<file path="config.mk">
export PLATFORM = sky130hd
export DESIGN_NAME = layer_priority_compositor
export DESIGN_NICKNAME = d
export VERILOG_FILES = /design/src/hw/rtl/lpc_pkg.sv /design/src/hw/rtl/layer_priority_compositor.sv
export SDC_FILE = /design/constraint.sdc
export NUM_CORES = 2
export LEC_CHECK = 0
export BUFFER_PORTS_ARGS = -buffer_cell sky130_fd_sc_hd__buf_2
export CORE_MARGIN = 5
export CORE_UTILIZATION = 35
export DETAILED_ROUTE_END_ITERATION = 10
export PLACE_DENSITY = 0.51
export SYNTH_ARGS = -nofsm -noshare
export SYNTH_HDL_FRONTEND = slang
export SYNTH_SLANG_ARGS = --single-unit
</file>
<file path="constraint.sdc">
create_clock -name clk -period 4.7 [get_ports clk]
set_input_delay 0.235 -clock clk [delete_from_list [all_inputs] [get_ports clk]]
set_output_delay 0.235 -clock clk [all_outputs]
set_load 0.01 [all_outputs]
</file>
<file path="src/hw/rtl/lpc_pkg.sv">
package lpc_pkg;

  localparam int unsigned NumChan = 3;

  typedef enum logic [2:0] {
    LAYER_BACKDROP = 3'd0,
    LAYER_SPRITE   = 3'd1,
    LAYER_BG1      = 3'd2,
    LAYER_BG2      = 3'd3,
    LAYER_BG3      = 3'd4,
    LAYER_BG4      = 3'd5
  } layer_t;

  typedef enum logic [2:0] {
    CFG_BG_MODE      = 3'd0,
    CFG_THIRD_RAISED = 3'd1,
    CFG_MATH_SELECT  = 3'd2,
    CFG_MATH_CONTROL = 3'd3,
    CFG_FIXED_RED    = 3'd4,
    CFG_FIXED_GREEN  = 3'd5,
    CFG_FIXED_BLUE   = 3'd6
  } cfg_idx_t;

  localparam logic [2:0] MODE0 = 3'd0;
  localparam logic [2:0] MODE1 = 3'd1;
  localparam logic [2:0] MODE3 = 3'd3;

  localparam logic ACT_WRITE = 1'b0;
  localparam logic ACT_PIXEL = 1'b1;

  typedef struct packed {
    logic [7:0] idx;
    layer_t     layer;
  } pick_t;

  function automatic logic lay_hit(input logic [8:0] pix, input logic pri);
    return (pix[7:0] != 8'd0) && (pix[8] == pri);
  endfunction

  function automatic logic spr_hit(input logic [7:0] si, input logic [1:0] sp,
                                   input logic [1:0] pri);
    return (si != 8'd0) && (sp == pri);
  endfunction

  function automatic pick_t pick_winner(
    input logic [2:0] mode,
    input logic       raised,
    input logic [8:0] b1,
    input logic [8:0] b2,
    input logic [8:0] b3,
    input logic [8:0] b4,
    input logic [7:0] si,
    input logic [1:0] sp
  );
    pick_t p;
    pick_t s;
    pick_t l1;
    pick_t l2;
    pick_t l3;
    pick_t l4;
    pick_t bd;
    s  = '{idx: si, layer: LAYER_SPRITE};
    l1 = '{idx: b1[7:0], layer: LAYER_BG1};
    l2 = '{idx: b2[7:0], layer: LAYER_BG2};
    l3 = '{idx: b3[7:0], layer: LAYER_BG3};
    l4 = '{idx: b4[7:0], layer: LAYER_BG4};
    bd = '{idx: 8'd0, layer: LAYER_BACKDROP};
    p  = bd;
    unique case (mode)
      MODE0: begin
        priority if (spr_hit(si, sp, 2'd3)) p = s;
        else if (lay_hit(b1, 1'b1)) p = l1;
        else if (lay_hit(b2, 1'b1)) p = l2;
        else if (spr_hit(si, sp, 2'd2)) p = s;
        else if (lay_hit(b3, 1'b1)) p = l3;
        else if (lay_hit(b4, 1'b1)) p = l4;
        else if (spr_hit(si, sp, 2'd1)) p = s;
        else if (lay_hit(b1, 1'b0)) p = l1;
        else if (lay_hit(b2, 1'b0)) p = l2;
        else if (spr_hit(si, sp, 2'd0)) p = s;
        else if (lay_hit(b3, 1'b0)) p = l3;
        else if (lay_hit(b4, 1'b0)) p = l4;
        else p = bd;
      end
      MODE1: begin
        if (raised) begin
          priority if (lay_hit(b3, 1'b1)) p = l3;
          else if (spr_hit(si, sp, 2'd3)) p = s;
          else if (lay_hit(b1, 1'b1)) p = l1;
          else if (lay_hit(b2, 1'b1)) p = l2;
          else if (spr_hit(si, sp, 2'd2)) p = s;
          else if (lay_hit(b1, 1'b0)) p = l1;
          else if (lay_hit(b2, 1'b0)) p = l2;
          else if (spr_hit(si, sp, 2'd1)) p = s;
          else if (lay_hit(b3, 1'b0)) p = l3;
          else if (spr_hit(si, sp, 2'd0)) p = s;
          else p = bd;
        end else begin
          priority if (spr_hit(si, sp, 2'd3)) p = s;
          else if (lay_hit(b1, 1'b1)) p = l1;
          else if (lay_hit(b2, 1'b1)) p = l2;
          else if (spr_hit(si, sp, 2'd2)) p = s;
          else if (lay_hit(b1, 1'b0)) p = l1;
          else if (lay_hit(b2, 1'b0)) p = l2;
          else if (spr_hit(si, sp, 2'd1)) p = s;
          else if (lay_hit(b3, 1'b1)) p = l3;
          else if (spr_hit(si, sp, 2'd0)) p = s;
          else if (lay_hit(b3, 1'b0)) p = l3;
          else p = bd;
        end
      end
      MODE3: begin
        priority if (spr_hit(si, sp, 2'd3)) p = s;
        else if (lay_hit(b1, 1'b1)) p = l1;
        else if (lay_hit(b2, 1'b1)) p = l2;
        else if (spr_hit(si, sp, 2'd2)) p = s;
        else if (lay_hit(b1, 1'b0)) p = l1;
        else if (lay_hit(b2, 1'b0)) p = l2;
        else if (spr_hit(si, sp, 2'd1)) p = s;
        else if (spr_hit(si, sp, 2'd0)) p = s;
        else p = bd;
      end
      default: p = bd;
    endcase
    return p;
  endfunction

endpackage

</file>
<file path="src/hw/rtl/layer_priority_compositor.sv">
// a pixel transaction accepted into stage a reaches the output through the stage b, c and d registers
// throughput: one transaction per cycle while result_stall is low, set by four register stages with per-stage hold
// (input/priority, palette read, color math add/sub, saturate/halve output)
// palette writes complete in the palette-read stage and produce no result
// reset clears config registers, stage valids and the palette valid bits;
// a palette entry reads as zero until it is written
module layer_priority_compositor (
  input  logic        clk,
  input  logic        rst,
  input  logic        cfg_write,
  input  logic [2:0]  cfg_index,
  input  logic [7:0]  cfg_data,
  input  logic        item_valid,
  output logic        item_stall,
  input  logic        action,
  input  logic [7:0]  palette_index,
  input  logic [14:0] palette_color,
  input  logic [8:0]  bg1_pixel,
  input  logic [8:0]  bg2_pixel,
  input  logic [8:0]  bg3_pixel,
  input  logic [8:0]  bg4_pixel,
  input  logic [7:0]  sprite_index,
  input  logic [1:0]  sprite_priority,
  output logic        result_valid,
  input  logic        result_stall,
  output logic [7:0]  red,
  output logic [7:0]  green,
  output logic [7:0]  blue,
  output logic [2:0]  winner_layer
);

  // config registers
  logic [2:0] bg_mode;
  logic       third_layer_raised;
  logic [7:0] math_select;
  logic [7:0] math_control;
  logic [lpc_pkg::NumChan-1:0][4:0] fixed_color;

  always_ff @(posedge clk) begin
    if (rst) begin
      bg_mode            <= '0;
      third_layer_raised <= 1'b0;
      math_select        <= '0;
      math_control       <= '0;
      fixed_color        <= '0;
    end else if (cfg_write) begin
      unique case (cfg_index)
        lpc_pkg::CFG_BG_MODE:      bg_mode            <= cfg_data[2:0];
        lpc_pkg::CFG_THIRD_RAISED: third_layer_raised <= cfg_data[0];
        lpc_pkg::CFG_MATH_SELECT:  math_select        <= cfg_data;
        lpc_pkg::CFG_MATH_CONTROL: math_control       <= cfg_data;
        lpc_pkg::CFG_FIXED_RED:    fixed_color[0]     <= cfg_data[4:0];
        lpc_pkg::CFG_FIXED_GREEN:  fixed_color[1]     <= cfg_data[4:0];
        lpc_pkg::CFG_FIXED_BLUE:   fixed_color[2]     <= cfg_data[4:0];
        default: ;
      endcase
    end
  end

  // stage handshake
  logic v_a, v_b, v_c;
  logic ready_a, ready_b, ready_c, ready_d;

  assign ready_d    = !result_valid || !result_stall;
  assign ready_c    = !v_c || ready_d;
  assign ready_b    = !v_b || ready_c;
  assign ready_a    = !v_a || ready_b;
  assign item_stall = !ready_a;

  // stage a: input register, winner pick
  logic        act_a;
  logic [7:0]  wr_idx_a;
  logic [14:0] wr_col_a;
  logic [8:0]  b1_a, b2_a, b3_a, b4_a;
  logic [7:0]  si_a;
  logic [1:0]  sp_a;

  always_ff @(posedge clk) begin
    if (rst) begin
      v_a <= 1'b0;
    end else if (ready_a) begin
      v_a <= item_valid;
    end
  end

  always_ff @(posedge clk) begin
    if (ready_a) begin
      act_a    <= action;
      wr_idx_a <= palette_index;
      wr_col_a <= palette_color;
      b1_a     <= bg1_pixel;
      b2_a     <= bg2_pixel;
      b3_a     <= bg3_pixel;
      b4_a     <= bg4_pixel;
      si_a     <= sprite_index;
      sp_a     <= sprite_priority;
    end
  end

  lpc_pkg::pick_t pick_a;
  logic           math_en_a;

  always_comb begin
    pick_a    = lpc_pkg::pick_winner(bg_mode, third_layer_raised,
                                     b1_a, b2_a, b3_a, b4_a, si_a, sp_a);
    math_en_a = math_select[pick_a.layer] && (math_control[7:6] == 2'b00);
  end

  // stage b: palette access (writes retire here, reads registered)
  logic [14:0] palette [256];
  logic [255:0] pal_valid;
  logic        pal_wr, pal_rd;
  logic [14:0] rd_col_b;
  logic        rd_ok_b;
  lpc_pkg::layer_t layer_b;
  logic        math_en_b;

  assign pal_wr = v_a && ready_b && (act_a == lpc_pkg::ACT_WRITE);
  assign pal_rd = v_a && ready_b && (act_a == lpc_pkg::ACT_PIXEL);

  always_ff @(posedge clk) begin
    if (pal_wr) begin
      palette[wr_idx_a] <= wr_col_a;
    end
    if (pal_rd) begin
      rd_col_b <= palette[pick_a.idx];
    end
  end

  always_ff @(posedge clk) begin
    if (rst) begin
      pal_valid <= '0;
      rd_ok_b   <= 1'b0;
    end else begin
      if (pal_wr) begin
        pal_valid[wr_idx_a] <= 1'b1;
      end
      if (pal_rd) begin
        rd_ok_b <= pal_valid[pick_a.idx];
      end
    end
  end

  always_ff @(posedge clk) begin
    if (rst) begin
      v_b <= 1'b0;
    end else if (ready_b) begin
      v_b <= v_a && (act_a == lpc_pkg::ACT_PIXEL);
    end
  end

  always_ff @(posedge clk) begin
    if (pal_rd) begin
      layer_b   <= pick_a.layer;
      math_en_b <= math_en_a;
    end
  end

  // stage b comb: expand to 8 bits, add or subtract fixed color
  logic [14:0] col_b;
  logic [lpc_pkg::NumChan-1:0][7:0] m_b;
  logic [lpc_pkg::NumChan-1:0][8:0] res_b;

  always_comb begin
    col_b = rd_ok_b ? rd_col_b : 15'd0;
    for (int i = 0; i < lpc_pkg::NumChan; i++) begin
      m_b[i] = {col_b[i*5 +: 5], 3'b000};
      if (math_select[7]) begin
        res_b[i] = {1'b0, m_b[i]} - {1'b0, fixed_color[i], 3'b000};
      end else begin
        res_b[i] = {1'b0, m_b[i]} + {1'b0, fixed_color[i], 3'b000};
      end
    end
  end

  // stage c
  logic [lpc_pkg::NumChan-1:0][7:0] m_c;
  logic [lpc_pkg::NumChan-1:0][8:0] res_c;
  lpc_pkg::layer_t layer_c;
  logic            math_en_c;

  always_ff @(posedge clk) begin
    if (rst) begin
      v_c <= 1'b0;
    end else if (ready_c) begin
      v_c <= v_b;
    end
  end

  always_ff @(posedge clk) begin
    if (ready_c && v_b) begin
      m_c       <= m_b;
      res_c     <= res_b;
      layer_c   <= layer_b;
      math_en_c <= math_en_b;
    end
  end

  // stage c comb: saturate or clamp, then optional halve
  logic [lpc_pkg::NumChan-1:0][7:0] chan_c;

  always_comb begin
    for (int i = 0; i < lpc_pkg::NumChan; i++) begin
      if (!math_en_c) begin
        chan_c[i] = m_c[i];
      end else begin
        // bit 8 is the borrow when subtracting, the carry when adding
        if (math_select[7]) begin
          chan_c[i] = res_c[i][8] ? 8'd0 : res_c[i][7:0];
        end else begin
          chan_c[i] = res_c[i][8] ? 8'hFF : res_c[i][7:0];
        end
        if (math_select[6]) begin
          chan_c[i] = {1'b0, chan_c[i][7:1]};
        end
      end
    end
  end

  // stage d: output register
  always_ff @(posedge clk) begin
    if (rst) begin
      result_valid <= 1'b0;
    end else if (ready_d) begin
      result_valid <= v_c;
    end
  end

  always_ff @(posedge clk) begin
    if (ready_d && v_c) begin
      red          <= chan_c[0];
      green        <= chan_c[1];
      blue         <= chan_c[2];
      winner_layer <= layer_c;
    end
  end

  // checks
  assert property (@(posedge clk) rst |=> (pal_valid == '0))
    else $error("palette valid bits not cleared by reset");

  assert property (@(posedge clk) disable iff (rst)
    item_stall |-> (v_a && v_b && v_c && result_valid))
    else $error("input stalled while a stage is empty");

  assert property (@(posedge clk) disable iff (rst)
    (v_c && ready_d) |=> result_valid)
    else $error("transaction lost between math stage and output");

  assert property (@(posedge clk) disable iff (rst)
    (v_a && ready_b && (act_a == lpc_pkg::ACT_WRITE)) |=> !($past(pal_rd)))
    else $error("palette read and write in the same cycle");

endmodule
</file>
==> run summary <==
• **critical-path maximum fanout** 10
• **sort of element at the start of the critical path** flop
• **total nets after synthesis** 13,300
• **starting utilization of the core area** 35.1%
• **first-pass GRT wire length** 836 mm
• **Endpoint, Worst Hold** fixed_color[13]
• **Max rail drop VDD** 0.323 mV
• **port buffer count** 114
• **run status** complete, but fails checks
• **ys flop type** sky130_fd_sc_hd__edfxtp_1
• **via count of the first global-routing pass** 112,000
• **clock root buffer** sky130_fd_sc_hd__clkbuf_16
• **# DRC** 0
• **crit share post-route** 111%
• **final-layout worst hold slack** 0.0877 ns
• **largest net degree at the start of global routing** 169
• **worst rel slew slack** 2.53%
• **Routed wire per std cell** 27.5 um
• **final net count** 15,100
• **Worst Tran Pin Value** 1.46 ns
• **cells taking the most area after synthesis** sky130_fd_sc_hd__edfxtp_1 (70%), sky130_fd_sc_hd__nand2_1 (7.5%), sky130_fd_sc_hd__nand3_1 (4.0%)
• **pwr/cell area** 437 nW/um^2
• **drt first-iter violations** 13,800
• **crit-path most repeated cell** sky130_fd_sc_hd__buf_4
• **detailed placer's ending HPWL** 381 mm
• **worst setup slack before clock tree synthesis** -1.30 ns
• **sum of buffers and inverters on the critical path** 10
• **type of the setup path with the least slack** reg -> reg
• **Min Clock Period, post-route** 5.21 ns
• **distinct cell type count of the synthesized netlist** 100
• **leakage component of the power** 75.6 nW
• **sequential cell area fraction in the yosys report** 73.2%
• **critical path capture point type** flop
• **syn avg cell area** 13.0 um^2
• **count of H-tree levels built during CTS** 5
• **number of antenna violations at the first check in global routing** 30
• **dominant cell type by area after synthesis** sky130_fd_sc_hd__edfxtp_1
• **gp weighted congestion** 0.923
• **max-slew violation count** 0
• **top cell type's share of synthesized area** 69.8%
• **DRT antenna net count** 0
• **Reg-to-Reg End** rd_col_b[0]
• **reg-to-reg setup timing slack** -0.51 ns
• **num rows** 257
• **count of warnings emitted by yosys** 0
• **Hold WC Path Type** in -> reg
• **fraction of layout instances using a drive strength above 1** 20.6%
• **source of the worst register-to-register timing path** si_a[1]
• **placeable core region** 489,000 um^2
• **final WL** 601 mm
• **max-capacitance violation count** 0
• **average via count per standard cell** 5.43
• **Die Width** 710 um
• **largest buffer count on any clock path** 4
• **share of async-settable or async-resettable flops after synthesis** 0%
• **cell-by-cell trace of the critical path** or4_4 -> buf_8 -> o21ai_4 -> buf_4 -> o311ai_2 -> a31o_1 -> nor4b_2 -> buf_4 -> nor4_4 -> clkbuf_16 -> buf_12 -> buf_4 -> nand2_2 -> buf_12 -> buf_4 -> a311oi_1 -> a31oi_2 -> a31oi_1 -> buf_4 -> nor3_4 -> buf_4 -> a211oi_2
• **Crit path max-delay family** buffers and inverters
• **violated checks** negative setup slack
• **worst clock skew on the final layout** 0.0630 ns
• **total global routing overflow** 0
• **Inserted Clock Buffers** 448
• **die area** 505,000 um^2
• **sink count of the clock tree** 4,280
• **unrepaired setup endpoints after global routing** yes
• **post-layout worst setup margin** -0.507 ns
• **Gate Count Post-Synth** 13,200
• **source-to-sink clock delay at the later pin of the worst-skew pair** 1.04 ns
• **final core area utilization** 43.7%
• **critical path's slowest cell** sky130_fd_sc_hd__or4_4
• **Boundary Pins** 115
• **setup TNS after final layout** -6.57 ns
• **maximum clock rate** 192 MHz
• **r2r worst-path depth** 22
• **post-synthesis to final-layout area growth** 24.6%
• **number of synthesized flops with an enable pin** 3,990
• **Die Y** 710 um
• **clock-pin slew on the worst setup and hold paths** 0.06 ns
• **total count of hold-check failures in the final report** 0
• **Worst EP arrival** 5.99 ns
• **WHS Path Cells** 4
• **maximum cell stage delay along the critical path** 0.55 ns
• **required time of the critical path** 5.48 ns
• **cell area after synthesis** 172,000 um^2
• **CTS tree** yes
• **TritonRoute pass-1 iters** 6
• **source of the worst hold timing path** cfg_data[3]
• **FF+latch count, synth** 4,280
• **global router's overall resource usage** 22.7%
• **DR vias** 119,000
• **count of final setup violators** 16
[what timing repair did]
| action | CTS | global route |
|---|---|---|
| gates resized for setup | 331 | 282 |
| endpoints found under the setup margin | 16 | 16 |
| buffers inserted | 60 | 94 |
| pin swaps | 64 | 104 |
| hold buffers | 164 | 0 |
| gates cloned | 15 | 30 |
| hold endpoints to repair | 234 | 0 |
[worst register-to-register path: stages, from the launching register on]
cell and delay [ns]:
sky130_fd_sc_hd__edfxtp_1 0.43, sky130_fd_sc_hd__or4_4 0.55, sky130_fd_sc_hd__buf_8 0.17, sky130_fd_sc_hd__o21ai_4 0.23, sky130_fd_sc_hd__buf_4 0.16, sky130_fd_sc_hd__o311ai_2 0.18
sky130_fd_sc_hd__a31o_1 0.29, sky130_fd_sc_hd__nor4b_2 0.37, sky130_fd_sc_hd__buf_4 0.19, sky130_fd_sc_hd__nor4_4 0.04, sky130_fd_sc_hd__clkbuf_16 0.20, sky130_fd_sc_hd__buf_12 0.16
sky130_fd_sc_hd__buf_4 0.14, sky130_fd_sc_hd__nand2_2 0.10, sky130_fd_sc_hd__buf_12 0.17, sky130_fd_sc_hd__buf_4 0.22, sky130_fd_sc_hd__a311oi_1 0.09, sky130_fd_sc_hd__a31oi_2 0.31
sky130_fd_sc_hd__a31oi_1 0.15, sky130_fd_sc_hd__buf_4 0.18, sky130_fd_sc_hd__nor3_4 0.38, sky130_fd_sc_hd__buf_4 0.19, sky130_fd_sc_hd__a211oi_2 0.06
[placed cells by master, fill, tap and decap left out, types with 143 or more instances in the layout]
master / Yosys / routed
sky130_fd_sc_hd__edfxtp_1: 3990 / 3990
sky130_fd_sc_hd__nand2_1: 3428 / 3409
sky130_fd_sc_hd__buf_4: 47 / 1473
sky130_fd_sc_hd__nand3_1: 1358 / 1327
sky130_fd_sc_hd__nor2_1: 838 / 813
sky130_fd_sc_hd__clkbuf_16: 0 / 490
sky130_fd_sc_hd__mux2i_1: 341 / 336
sky130_fd_sc_hd__dfxtp_1: 290 / 290
sky130_fd_sc_hd__and3_1: 292 / 286
sky130_fd_sc_hd__buf_12: 0 / 224
sky130_fd_sc_hd__a21oi_1: 218 / 196
sky130_fd_sc_hd__a31oi_1: 190 / 169
sky130_fd_sc_hd__dlygate4sd3_1: 0 / 164
sky130_fd_sc_hd__a311oi_1: 207 / 155
sky130_fd_sc_hd__nand4_1: 143 / 143
[metrics by stage]
stage	area, um^2	power (mW)	instances
2_1_floorplan	172000	49.2	13200
3_3_place_gp	192000	56.6	20600
3_5_place_dp	192000	56.6	20600
4_1_cts	211000	93.1	21700
5_1_grt	214000	96.4	21800
6_report	214000	93.6	21900
[cell families (layout without fill, tap and decap cells)]
logic type,after synthesis,count (layout),share of synthesized area [%]
multiplexers,407,407,2.76
adder cells (fa/ha/maj),21,21,0.166
AO/OA/AOI/OAI,1225,1225,5.25
other,0,25,0
buffers and inverters,931,3053,2.57
XOR/XNOR,21,21,0.107
AND/OR/NAND/NOR,6353,6354,16.0
flip-flops,4280,4280,73.2
[report_power, final]
| part | switching [mW] | internal (mW) |
|---|---|---|
| sequential | 0.104 | 41.7 |
| clock | 15.3 | 20.5 |
| combinational | 9.90 | 6.09 |
[registers in the layout, indices dropped and copies added, names as in the netlist, 7 cells and up]
| signal | flops |
|---|---|
| b1_a | 9 |
| b2_a | 9 |
| b3_a | 9 |
| b4_a | 9 |
| blue | 7 |
| fixed_color | 15 |
| green | 7 |
| m_c | 15 |
| math_select | 8 |
| pal_valid | 256 |
| palette | 3840 |
| rd_col_b | 15 |
| red | 7 |
| res_c | 18 |
| si_a | 8 |
| wr_col_a | 15 |
| wr_idx_a | 8 |
[cells in the mapped netlist, types with 64 or more instances]
library cell,count
sky130_fd_sc_hd__nand2_1,3428
sky130_fd_sc_hd__dfxtp_1,290
sky130_fd_sc_hd__a32oi_1,66
sky130_fd_sc_hd__nand4_1,143
sky130_fd_sc_hd__o21ai_0,78
sky130_fd_sc_hd__nor4_1,64
sky130_fd_sc_hd__nor3_1,97
sky130_fd_sc_hd__edfxtp_1,3990
sky130_fd_sc_hd__a21oi_1,218
sky130_fd_sc_hd__nor2_1,838
sky130_fd_sc_hd__a311oi_1,207
sky130_fd_sc_hd__o22ai_1,67
sky130_fd_sc_hd__and3_1,292
sky130_fd_sc_hd__buf_1,67
sky130_fd_sc_hd__clkbuf_1,336
sky130_fd_sc_hd__buf_2,396
sky130_fd_sc_hd__mux2i_1,341
sky130_fd_sc_hd__nand3_1,1358
sky130_fd_sc_hd__a31oi_1,190
[metal layers]
layer | share of wire (%) | global-route usage (%) | up-vias
li1 | - | - | 52400
met3 | 7.9 | 3.54 | 892
met4 | 3.8 | 7.71 | 6
met5 | 0.0090 | 0 | -
met2 | 46 | 35.6 | 5020
met1 | 43 | 32.2 | 60400
[cell type report]
| cell class | count | area (um^2) |
|---|---|---|
| fill | 44700 | 275000 |
| sequential | 4280 | 126000 |
| multi-input combinational | 8028 | 44100 |
| timing repair buffer | 2154 | 21100 |
| clock buffer | 605 | 12300 |
| tap | 6475 | 8100 |
| clock inverter | 240 | 2460 |
| inverter | 54 | 205 |
| antenna | 25 | 62.6 |
[worst max path at each step]
stage / slack, ns / from / endpoint / depth (start not counted)
detailed placement: -1.30 / si_a[0] / rd_col_b[0] / 21
global placement: -1.28 / si_a[0] / rd_col_b[0] / 21
floorplan: 0.39 / si_a[0] / rd_col_b[9] / 18
finish: -0.51 / si_a[1] / rd_col_b[0] / 22
CTS: -0.43 / si_a[6] / rd_col_b[2] / 19
global route: -0.57 / si_a[1] / rd_col_b[9] / 20
No activity file was read; power rests on OpenSTA's default activity.
